## config.mk

```make
export PLATFORM = sky130hd
export DESIGN_NAME = ir_pulse_distance_decoder
export DESIGN_NICKNAME = d
export VERILOG_FILES = /design/src/design/ird_pkg.sv /design/src/design/ir_pulse_distance_decoder.sv /design/src/design/ird_cfg_regs.sv /design/src/design/ird_core.sv
export SDC_FILE = /design/constraint.sdc
export NUM_CORES = 1
export LEC_CHECK = 0
export BUFFER_PORTS_ARGS = -buffer_cell sky130_fd_sc_hd__buf_2
export CORE_MARGIN = 1
export CORE_UTILIZATION = 48
export DETAILED_ROUTE_END_ITERATION = 10
export GPL_ROUTABILITY_DRIVEN = 1
export PLACE_DENSITY = 0.66
export REMOVE_ABC_BUFFERS = 1
export SYNTH_ARGS = -nofsm -noshare
export SYNTH_HDL_FRONTEND = slang
export SYNTH_SLANG_ARGS = --single-unit
```

## constraint.sdc

```tcl
create_clock -name i_clk -period 3.4 [get_ports i_clk]
set_input_delay 0.51 -clock i_clk [delete_from_list [all_inputs] [get_ports i_clk]]
set_output_delay 0.51 -clock i_clk [all_outputs]
set_load 0.02 [all_outputs]
```

## src/design/ird_pkg.sv

```systemverilog
// package for the pulse-distance infrared decoder
// holds request/result/config types, phase and command codes, reset values
// no dependencies
package ird_pkg;

    localparam int INTERVAL_W = 16;
    localparam int CFG_W      = 16;
    localparam int CFG_IDX_W  = 3;
    localparam int FRAME_W    = 32;
    localparam int BUTTON_W   = 8;
    localparam int BUTTON_LSB = 8;

    typedef enum logic [2:0] {
        PH_IDLE       = 3'd0,
        PH_LEAD_MARK  = 3'd1,
        PH_LEAD_SPACE = 3'd2,
        PH_BIT_MARK   = 3'd3,
        PH_BIT_SPACE  = 3'd4
    } t_phase;

    typedef enum logic [1:0] {
        CMD_EDGE     = 2'd0,
        CMD_OVERFLOW = 2'd1,
        CMD_REARM    = 2'd2
    } t_cmd;

    typedef enum logic [CFG_IDX_W-1:0] {
        CFG_LEAD_MARK_MIN  = 3'd0,
        CFG_LEAD_MARK_MAX  = 3'd1,
        CFG_LEAD_SPACE_MIN = 3'd2,
        CFG_LEAD_SPACE_MAX = 3'd3,
        CFG_SHORT_MIN      = 3'd4,
        CFG_BIT_MARK_MAX   = 3'd5,
        CFG_BIT_SPACE_MAX  = 3'd6,
        CFG_ONE_THRESHOLD  = 3'd7
    } t_cfg_idx;

    localparam logic [CFG_W-1:0] RST_LEAD_MARK_MIN  = 16'd8500;
    localparam logic [CFG_W-1:0] RST_LEAD_MARK_MAX  = 16'd9500;
    localparam logic [CFG_W-1:0] RST_LEAD_SPACE_MIN = 16'd4000;
    localparam logic [CFG_W-1:0] RST_LEAD_SPACE_MAX = 16'd5000;
    localparam logic [CFG_W-1:0] RST_SHORT_MIN      = 16'd400;
    localparam logic [CFG_W-1:0] RST_BIT_MARK_MAX   = 16'd700;
    localparam logic [CFG_W-1:0] RST_BIT_SPACE_MAX  = 16'd1800;
    localparam logic [CFG_W-1:0] RST_ONE_THRESHOLD  = 16'd1000;

    typedef struct packed {
        logic [1:0]            cmd;
        logic [INTERVAL_W-1:0] interval_us;
    } t_request;

    typedef struct packed {
        logic [2:0]          phase;
        logic                frame_done;
        logic                timing_error;
        logic [BUTTON_W-1:0] button;
        logic [FRAME_W-1:0]  frame_code;
        logic                armed;
    } t_result;

    typedef struct packed {
        logic [CFG_W-1:0] lead_mark_min;
        logic [CFG_W-1:0] lead_mark_max;
        logic [CFG_W-1:0] lead_space_min;
        logic [CFG_W-1:0] lead_space_max;
        logic [CFG_W-1:0] short_min;
        logic [CFG_W-1:0] bit_mark_max;
        logic [CFG_W-1:0] bit_space_max;
        logic [CFG_W-1:0] one_threshold;
    } t_cfg;

endpackage

```

## src/design/ir_pulse_distance_decoder.sv

```systemverilog
// top level of the pulse-distance (nec style) infrared frame decoder
// depends on ird_pkg, ird_cfg_regs and ird_core
//
//  channel   direction  handshake                 payload
//  request   in         i_req_valid / o_req_ready  i_req  (t_request: cmd, interval_us)
//  result    out        o_res_valid / i_res_ready  o_res  (t_result)
//  config    in         i_cfg_we                   i_cfg_idx, i_cfg_wdata
//
// one request per clock sustained while the result side keeps taking results; the result is
// registered (input register, then decode logic into the result register)
// synchronous active-low reset: idle, armed, code cleared, windows to defaults
// a stalled result holds the result register; the input register still takes a
// request while it is empty, then ready drops until the result side moves
module ir_pulse_distance_decoder import ird_pkg::*; #(
    parameter int CODE_BITS = 32
) (
    input  logic                 i_clk,
    input  logic                 i_rst_n,
    input  logic                 i_req_valid,
    output logic                 o_req_ready,
    input  t_request             i_req,
    output logic                 o_res_valid,
    input  logic                 i_res_ready,
    output t_result              o_res,
    input  logic                 i_cfg_we,
    input  logic [CFG_IDX_W-1:0] i_cfg_idx,
    input  logic [CFG_W-1:0]     i_cfg_wdata
);

    // input register stage
    logic     r_in_valid;
    t_request r_in;
    // result register stage
    logic     r_out_valid;
    t_result  r_out;

    t_cfg    w_cfg;
    t_result w_res;
    logic    w_fire;
    logic    w_accept;

    // the request in the input register is decoded when the result slot frees up
    assign w_fire      = r_in_valid && (!r_out_valid || i_res_ready);
    assign o_req_ready = !r_in_valid || w_fire;
    assign w_accept    = i_req_valid && o_req_ready;

    always_ff @(posedge i_clk) begin
        if (!i_rst_n) begin
            r_in_valid <= 1'b0;
        end else if (w_accept) begin
            r_in_valid <= 1'b1;
        end else if (w_fire) begin
            r_in_valid <= 1'b0;
        end
    end

    // payload only, no reset needed
    always_ff @(posedge i_clk) begin
        if (w_accept) begin
            r_in <= i_req;
        end
    end

    always_ff @(posedge i_clk) begin
        if (!i_rst_n) begin
            r_out_valid <= 1'b0;
        end else if (w_fire) begin
            r_out_valid <= 1'b1;
        end else if (i_res_ready) begin
            r_out_valid <= 1'b0;
        end
    end

    always_ff @(posedge i_clk) begin
        if (w_fire) begin
            r_out <= w_res;
        end
    end

    ird_cfg_regs u_cfg (
        .i_clk       (i_clk),
        .i_rst_n     (i_rst_n),
        .i_cfg_we    (i_cfg_we),
        .i_cfg_idx   (i_cfg_idx),
        .i_cfg_wdata (i_cfg_wdata),
        .o_cfg       (w_cfg)
    );

    // frame state advances only when a decoded result is written
    ird_core #(
        .CODE_BITS (CODE_BITS)
    ) u_core (
        .i_clk   (i_clk),
        .i_rst_n (i_rst_n),
        .i_fire  (w_fire),
        .i_req   (r_in),
        .i_cfg   (w_cfg),
        .o_res   (w_res)
    );

    assign o_res_valid = r_out_valid;
    assign o_res       = r_out;

`ifndef NO_ASSERTIONS
    a_no_overwrite: assert property (@(posedge i_clk) disable iff (!i_rst_n)
        r_out_valid && !i_res_ready |=> r_out_valid && $stable(r_out))
        else $error("stalled result was overwritten or dropped");
    a_fire_needs_input: assert property (@(posedge i_clk) disable iff (!i_rst_n)
        w_fire |-> r_in_valid)
        else $error("decode fired with an empty input register");
    a_full_blocks: assert property (@(posedge i_clk) disable iff (!i_rst_n)
        r_in_valid && r_out_valid && !i_res_ready |-> !o_req_ready)
        else $error("request taken while both stages were full");
`endif

endmodule

```

## src/design/ird_cfg_regs.sv

```systemverilog
// timing window registers of the infrared decoder
// depends on ird_pkg for the register index codes and reset values
module ird_cfg_regs import ird_pkg::*; (
    input  logic                 i_clk,
    input  logic                 i_rst_n,
    input  logic                 i_cfg_we,
    input  logic [CFG_IDX_W-1:0] i_cfg_idx,
    input  logic [CFG_W-1:0]     i_cfg_wdata,
    output t_cfg                 o_cfg
);

    t_cfg r_cfg;

    always_ff @(posedge i_clk) begin
        if (!i_rst_n) begin
            r_cfg.lead_mark_min  <= RST_LEAD_MARK_MIN;
            r_cfg.lead_mark_max  <= RST_LEAD_MARK_MAX;
            r_cfg.lead_space_min <= RST_LEAD_SPACE_MIN;
            r_cfg.lead_space_max <= RST_LEAD_SPACE_MAX;
            r_cfg.short_min      <= RST_SHORT_MIN;
            r_cfg.bit_mark_max   <= RST_BIT_MARK_MAX;
            r_cfg.bit_space_max  <= RST_BIT_SPACE_MAX;
            r_cfg.one_threshold  <= RST_ONE_THRESHOLD;
        end else if (i_cfg_we) begin
            case (t_cfg_idx'(i_cfg_idx))
                CFG_LEAD_MARK_MIN:  r_cfg.lead_mark_min  <= i_cfg_wdata;
                CFG_LEAD_MARK_MAX:  r_cfg.lead_mark_max  <= i_cfg_wdata;
                CFG_LEAD_SPACE_MIN: r_cfg.lead_space_min <= i_cfg_wdata;
                CFG_LEAD_SPACE_MAX: r_cfg.lead_space_max <= i_cfg_wdata;
                CFG_SHORT_MIN:      r_cfg.short_min      <= i_cfg_wdata;
                CFG_BIT_MARK_MAX:   r_cfg.bit_mark_max   <= i_cfg_wdata;
                CFG_BIT_SPACE_MAX:  r_cfg.bit_space_max  <= i_cfg_wdata;
                CFG_ONE_THRESHOLD:  r_cfg.one_threshold  <= i_cfg_wdata;
                default: ;
            endcase
        end
    end

    assign o_cfg = r_cfg;

endmodule

```

## src/design/ird_core.sv

```systemverilog
// frame state machine of the infrared decoder: window checks, bit shifter, latch
// depends on ird_pkg for phase/command codes and the request, result, config types
module ird_core import ird_pkg::*; #(
    parameter int CODE_BITS = 32
) (
    input  logic     i_clk,
    input  logic     i_rst_n,
    input  logic     i_fire,
    input  t_request i_req,
    input  t_cfg     i_cfg,
    output t_result  o_res
);

    localparam int CNT_W  = $clog2(CODE_BITS);
    localparam int LOW_W  = (CODE_BITS < FRAME_W) ? CODE_BITS : FRAME_W;
    localparam logic [CNT_W-1:0] LAST_BIT = CNT_W'(CODE_BITS - 1);

    t_phase               r_phase, n_phase;
    logic [CODE_BITS-1:0] r_shift, n_shift;
    logic [CNT_W-1:0]     r_bits, n_bits;
    logic                 r_armed, n_armed;
    logic [FRAME_W-1:0]   r_last, n_last;
    logic                 w_done, w_err;

    logic [INTERVAL_W-1:0] w_t;
    logic                  w_lead_mark_ok, w_lead_space_ok, w_mark_ok, w_space_ok, w_one;
    logic [CODE_BITS-1:0]  w_shifted;

    assign w_t             = i_req.interval_us;
    assign w_lead_mark_ok  = (w_t >= i_cfg.lead_mark_min) && (w_t <= i_cfg.lead_mark_max);
    assign w_lead_space_ok = (w_t >= i_cfg.lead_space_min) && (w_t <= i_cfg.lead_space_max);
    assign w_mark_ok       = (w_t >= i_cfg.short_min) && (w_t <= i_cfg.bit_mark_max);
    assign w_space_ok      = (w_t >= i_cfg.short_min) && (w_t <= i_cfg.bit_space_max);
    assign w_one           = w_t > i_cfg.one_threshold;
    assign w_shifted       = {r_shift[CODE_BITS-2:0], w_one};

    always_ff @(posedge i_clk) begin
        if (!i_rst_n) begin
            r_phase <= PH_IDLE;
            r_shift <= '0;
            r_bits  <= '0;
            r_armed <= 1'b1;
            r_last  <= '0;
        end else if (i_fire) begin
            r_phase <= n_phase;
            r_shift <= n_shift;
            r_bits  <= n_bits;
            r_armed <= n_armed;
            r_last  <= n_last;
        end
    end

    always_comb begin
        n_phase = r_phase;
        n_shift = r_shift;
        n_bits  = r_bits;
        n_armed = r_armed;
        n_last  = r_last;
        w_done  = 1'b0;
        w_err   = 1'b0;
        case (t_cmd'(i_req.cmd))
            CMD_OVERFLOW: n_phase = PH_IDLE;
            CMD_REARM:    n_armed = 1'b1;
            CMD_EDGE: begin
                if (r_armed) begin
                    case (r_phase)
                        PH_IDLE: begin
                            // starting edge: no timing check
                            n_shift = '0;
                            n_bits  = '0;
                            n_phase = PH_LEAD_MARK;
                        end
                        PH_LEAD_MARK: begin
                            if (w_lead_mark_ok) begin
                                n_phase = PH_LEAD_SPACE;
                            end else begin
                                n_phase = PH_IDLE;
                                w_err   = 1'b1;
                            end
                        end
                        PH_LEAD_SPACE: begin
                            if (w_lead_space_ok) begin
                                n_phase = PH_BIT_MARK;
                            end else begin
                                n_phase = PH_IDLE;
                                w_err   = 1'b1;
                            end
                        end
                        PH_BIT_MARK: begin
                            if (w_mark_ok) begin
                                n_phase = PH_BIT_SPACE;
                            end else begin
                                n_phase = PH_IDLE;
                                w_err   = 1'b1;
                            end
                        end
                        PH_BIT_SPACE: begin
                            if (w_space_ok) begin
                                n_shift = w_shifted;
                                if (r_bits == LAST_BIT) begin
                                    n_last  = FRAME_W'(w_shifted[LOW_W-1:0]);
                                    n_bits  = '0;
                                    n_phase = PH_IDLE;
                                    n_armed = 1'b0;
                                    w_done  = 1'b1;
                                end else begin
                                    n_bits  = r_bits + 1'b1;
                                    n_phase = PH_BIT_MARK;
                                end
                            end else begin
                                n_phase = PH_IDLE;
                                w_err   = 1'b1;
                            end
                        end
                        default: n_phase = PH_IDLE;
                    endcase
                end
            end
            default: ;
        endcase
    end

    assign o_res.phase        = n_phase;
    assign o_res.frame_done   = w_done;
    assign o_res.timing_error = w_err;
    assign o_res.button       = n_last[BUTTON_LSB +: BUTTON_W];
    assign o_res.frame_code   = n_last;
    assign o_res.armed        = n_armed;

`ifndef NO_ASSERTIONS
    a_done_disarms: assert property (@(posedge i_clk) disable iff (!i_rst_n)
        i_fire && w_done |=> !r_armed && (r_phase == PH_IDLE))
        else $error("frame completion did not disarm and idle the decoder");
    a_err_idles: assert property (@(posedge i_clk) disable iff (!i_rst_n)
        i_fire && w_err |=> (r_phase == PH_IDLE) && $stable(r_last))
        else $error("timing error left decoder out of idle or changed the code");
    a_flags_excl: assert property (@(posedge i_clk) disable iff (!i_rst_n)
        !(w_done && w_err))
        else $error("frame done and timing error together");
    a_hold: assert property (@(posedge i_clk) disable iff (!i_rst_n)
        !i_fire |=> $stable(r_phase) && $stable(r_armed) && $stable(r_bits))
        else $error("decoder state moved without a request");
`endif

endmodule

```

==> results of run 1 <==
==> through the flow <==
stage          setup WS (ps)  utilization
4_1_cts                  301        0.549
3_5_place_dp             328        0.515
5_1_grt                 96.8        0.549
6_report                 303        0.549
3_3_place_gp             388        0.515
2_1_floorplan           -437            -
==> power by group <==
| group | switching [uW] | total (uW) | internal [uW] | leakage [uW] |
|---|---|---|---|---|
| logic | 415 | 643 | 228 | 0.00314 |
| clock network | 1240 | 3030 | 1790 | 0.000460 |
| registers | 43.0 | 3250 | 3200 | 0.00215 |
| total | 1700 | 6920 | 5220 | 0.00575 |
==> worst max-delay path, stage by stage (launching register included) <==
cell and delay [ps]:
edfxtp_1 390, buf_4 190, ha_1 330, nand4_1 170, nor2_1 60, a221o_1 310, o31a_1 400, or4_4 570
buf_4 290, nand3_1 180, o21ai_2 60
==> worst min path at each step <==
stage,startpoint,end,slack (ps),cells after the start
final,i_req[3],r_in[3],150,1
after global routing,i_req[3],r_in[3],140,1
after CTS,i_req[3],r_in[3],130,1
after detailed placement,u_core.r_last[28],u_core.r_last[28],450,2
after global placement,u_core.r_last[29],u_core.r_last[29],440,2
after floorplan,u_core.r_bits[3],u_core.r_bits[3],430,1
==> layer usage <==
layer | vias up | share of wire | wire length [um]
li1 | 5120 | - | -
met1 | 4818 | 0.48 | 15300
met2 | 204 | 0.45 | 14500
met3 | 48 | 0.041 | 1310
met4 | 0 | 0.023 | 737
met5 | - | 0 | 0
==> logic make-up after synthesis <==
logic type / synth area share
muxes: 0.0521
adders and majority gates: 0.123
buffers and inverters: 0.0763
DFF: 0.432
and+or+nand+nor: 0.161
AOI/OAI and AO/OA: 0.156
==> placed cells by master (no fill, tap or decap), types with 27 or more instances in the layout <==
cell type / Yosys / final
a21boi_0: 88 / 88
a21oi_1: 46 / 46
buf_2: 4 / 88
buf_4: 21 / 27
clkbuf_16: 0 / 30
dfxtp_1: 202 / 202
edfxtp_1: 56 / 56
ha_1: 130 / 130
inv_1: 132 / 132
mux2_2: 32 / 32
mux2i_1: 33 / 33
nand2_1: 279 / 279
nand3_1: 76 / 76
o211ai_1: 47 / 47
o21ai_0: 29 / 29
o21ai_2: 32 / 32
==> cells in the mapped netlist, drive strengths merged, types with 2 or more instances <==
master	n
nand2	279
dfxtp	202
inv	132
ha	130
a21boi	88
nand3	84
o21ai	62
clkbuf	56
edfxtp	56
o211ai	47
a21oi	46
buf	37
mux2i	33
mux2	32
nand4	25
nor2	23
nor3	11
nand2b	10
nor4	10
nor2b	9
a211oi	7
a21o	6
and3	5
o21a	5
or4	4
a221oi	3
and2	3
and4	3
or3	3
a221o	2
a31oi	2
o211a	2
o221ai	2
o311ai	2
o31a	2
o31ai	2
==> state kept, by name (all words and copies together), names as in the netlist <==
signal,count
u_core.r_armed,1
u_core.r_phase,3
r_in_valid,1
u_core.r_bits,5
u_core.r_last,32
u_cfg.o_cfg,128
u_core.r_shift,31
r_in,18
o_res_valid,1
o_res,38
==> layout make-up <==
class                           instances  area (sq um)
Clock buffer                           37           797
Timing Repair Buffer                  120           734
Multi-Input combinational cell        954          6530
Fill cell                            2419         12200
Sequential cell                       258          5730
Inverter                              133           499
Tap cell                              341           427
Clock inverter                         15           120
Antenna cell                            1          2.50
==> flow_summary.yaml, run 1 <==
outcome:
  status: "completed"
cts:
  clock-root-buffer: "clkbuf_16"
  post_cts_buffers: 0
  cts_buffer_depth: 3
  cts_max_level: 1
  cts_resized: 0
  cts_hold_buf: 0
  cts.sinks: 258
  clk_latency_ps: 540
  path_clk_slew_ps: 60
  cts_made_buffers: 28
  cts_tree: "done"
timing:
  finClkSkew_ps: 8.95
  setup_viol: 0
  drv_slew: 0
  max_freq_mhz: 323
  post-route-period-util: 0.911
  rsz0062_at_grt: "no"
  worst_pin_slew_ps: 1110
  fin_crit_ps: 3100
  tns_ps: 0
  fin_hold_ws_ps: 147
  maxSlewHeadroom: 0.261
  hold_viol: 0
floorplanning:
  num_rows: 60
  die_x_um: 168
  core_sq_um: 27000
  ios: 90
  initial_core_util: 0.490
  die_h_um: 168
  die-area_sq_um: 28300
setup_path:
  critPathLaunch: "r_in[11]"
  endpoint_kind: "register"
  worstSetupPathType: "reg -> reg"
  crit_arrival_ps: 3520
  endpoint: "u_core.r_last[22]"
  critPathLaunchType: "register"
  worstReg2RegEnd: "u_core.r_last[22]"
  path_max_fanout: 34
  r2r-start: "r_in[11]"
  critPathRequiredTime_ps: 3820
  rrSetupSlack_ps: 300
  worstRegToRegCells: 10
synthesis:
  yosys.area.top_type_share: 0.305
  async_flop_share: 0
  synth_top_area_cell: "dfxtp_1"
  synth_edf_count: 56
  synth_seq_cells: 258
  yosysWarnings: 0
  syn_avg_cell_area_sq_um: 9.21
  yosys.cell_types.count: 60
  synth-main-ff-cell: "dfxtp_1"
  synth_area_sq_um: 13200
  synth_area_leaders: "dfxtp_1 31%, edfxtp_1 13%, ha_1 12%"
  synth_cells: 1438
  seq_area_frac_synth: 0.432
flow_run:
  maxCapViolCount: 0
global_routing:
  grt-ovfl-total: 0
  grt_use_met3: 0.0294
  antenna_found_initial: 1
  grt_pass1_wl_um: 51600
  use_met2: 0.374
  use_met1: 0.319
  grt_max_degree: 123
  grtUsageTotal: 0.229
  grt_busiest_layer: "met2"
  grt_pass1_vias: 9633
route:
  wire_per_inst_um: 17.1
  drt_iter0_markers: 838
  route.detailed.drc: 0
  dr_total_vias: 10190
  wl_um: 31900
  first_pass_iters: 5
  vias_per_cell: 5.48
  ant_nets: 0
cells_and_area:
  layout-drive-gt1-share: 0.161
  fin_area_sq_um: 14800
  nets: 1667
  syn2layout_area_growth_pct: 12.0
  stdcell_count: 1859
place:
  place_inst: 1806
  placedInstanceArea_sq_um: 13900
  hpwl_um: 22100
  portBuffers: 89
  routabilityCongestion: 0.890
pwr:
  leakagePower_uw: 0.00575
  power.density_nw_per_um2: 466
  ir_worst_vdd_mv: 0.378
  design_power_total_uw: 6920
hold_path:
  hold_class: "in -> reg"
Note: power is estimated with default switching activity, not from simulation.
==> run 2: changes to the inputs <==
- PLACE_DENSITY: 0.66 -> 0.62
==> run 2 against run 1 <==
Effect of this change:
- final area rose by 0.70%
- clock-buffer cell count decreased by 2
- non-clock buffer count grew 2
- cell count is the same
- clock skew rose by 5.0 ps
- maximum frequency is 0.17% higher
- register-to-register slack is essentially flat
- sequential power barely moved
- largest cell class unchanged
- highest routed layer is now met5
==> flow_summary.yaml, run 2 (synthesis gave the netlist of run 1 again) <==
global_routing:
  grt_max_degree: 117
  grt_pass1_vias: 9577
  antenna_found_initial: 1
  grt_use_met3: 0.0334
  grt-ovfl-total: 0
  grt_pass1_wl_um: 51400
  grtUsageTotal: 0.231
  grt_busiest_layer: "met2"
  use_met1: 0.323
  use_met2: 0.372
setup_path:
  slowest_delay_ps: 430
  endpoint_kind: "register"
  path_buf_inv: 1
  crit_chain: "buf_4, ha_1, nand4_1, nor4_1, a21boi_0, o31a_1, nor2_1, a41oi_1, o21ai_0"
  crit_family: "compound AO/OA/AOI/OAI gates"
  cpMaxStageDelayCell: "a41oi_1"
  path_max_fanout: 7
  worstSetupPathType: "reg -> reg"
  critPathLaunchType: "register"
  crit_arrival_ps: 3380
  critPathRequiredTime_ps: 3680
cells_and_area:
  nets: 1669
  mostFrequentLayoutCells: "279 x nand2_1, 202 x dfxtp_1, 132 x inv_1"
  post-route-util: 0.553
  syn2layout_area_growth_pct: 12.8
  largest_register_ffs: 128
  fillCellCount: 2457
  insertedDiodeCount: 0
  layout-drive-gt1-share: 0.165
  final_common_cell: "nand2_1"
route:
  vias_per_cell: 5.46
  dr_total_vias: 10146
  drt_iter0_markers: 814
  wire_per_inst_um: 17.3
  ant_nets: 0
  wl_um: 32100
  first_pass_iters: 5
  route.detailed.drc: 0
floorplanning:
  ios: 90
  core_sq_um: 27000
  die-area_sq_um: 28300
  num_rows: 60
  die_x_um: 168
  initial_core_util: 0.490
  die_h_um: 168
cts:
  post_cts_buffers: 0
  clock-root-buffer: "clkbuf_16"
  cts_max_level: 1
  cts_resized: 0
  cts_hold_buf: 0
  cts_made_buffers: 28
  clk_latency_ps: 560
  cts_buffer_depth: 3
  path_clk_slew_ps: 60
  cts_tree: "done"
  cts.sinks: 258
timing:
  fin_crit_ps: 3090
  rsz0062_at_grt: "no"
  hold_viol: 0
  maxSlewHeadroom: 0.273
  fin_hold_ws_ps: 133
  drv_slew: 0
  finClkSkew_ps: 13.9
  tns_ps: 0
  worst_pin_slew_ps: 1090
  setup_viol: 0
  post-route-period-util: 0.909
  max_freq_mhz: 323
pwr:
  ir_worst_vdd_mv: 0.372
  power.density_nw_per_um2: 479
  leakagePower_uw: 0.00579
hold_path:
  hold_class: "in -> reg"
place:
  hpwl_um: 21900
  routabilityCongestion: 0.884
  portBuffers: 89
flow_run:
  maxCapViolCount: 0
outcome:
  status: "completed"
run 2: where the power goes:
group	total (uW)	internal (uW)	leakage (uW)	switching [uW]
clock network	3270	1980	0.000482	1280
logic	643	228	0.00316	416
registers	3250	3200	0.00215	42.3
total	7160	5420	0.00579	1740
run 2: stage by stage:
stage / instance area [sq um] / total power (uW) / instances / setup WS [ps]
5_1_grt: 14900 / 7430 / 1859 / 61.4
4_1_cts: 14900 / 7230 / 1859 / 347
3_3_place_gp: 13900 / 3940 / 1808 / 368
3_5_place_dp: 13900 / 3950 / 1808 / 378
6_report: 14900 / 7160 / 1859 / 308
2_1_floorplan: 12700 / 3660 / 1345 / -437
run 2: cell type report:
| class | count | area [sq um] | area share |
|---|---|---|---|
| repair buffers | 122 | 762 | 0.0510 |
| flip-flops and latches | 258 | 5730 | 0.383 |
| inverters | 133 | 499 | 0.0334 |
| multi-input cells | 954 | 6530 | 0.437 |
| clock inverters | 16 | 228 | 0.0152 |
| clock buffers | 35 | 768 | 0.0514 |
| well taps | 341 | 427 | 0.0286 |
run 2: per-layer routing:
layer / vias to the layer above / share of wire
met4: 2 / 0.024
met3: 61 / 0.052
met1: 4744 / 0.47
li1: 5125 / -
met5: - / 0.00040
met2: 214 / 0.45
run 2: path summary, 6_finish.rpt:
kind         cells past startpoint  slack (ps)               from                 to
max                              9         310           r_in[13]          o_res[43]
min                              1         130          i_req[13]           r_in[13]
max reg2reg                      9         310           r_in[13]          o_res[43]
min reg2reg                      2         460  u_core.r_last[27]  u_core.r_last[27]
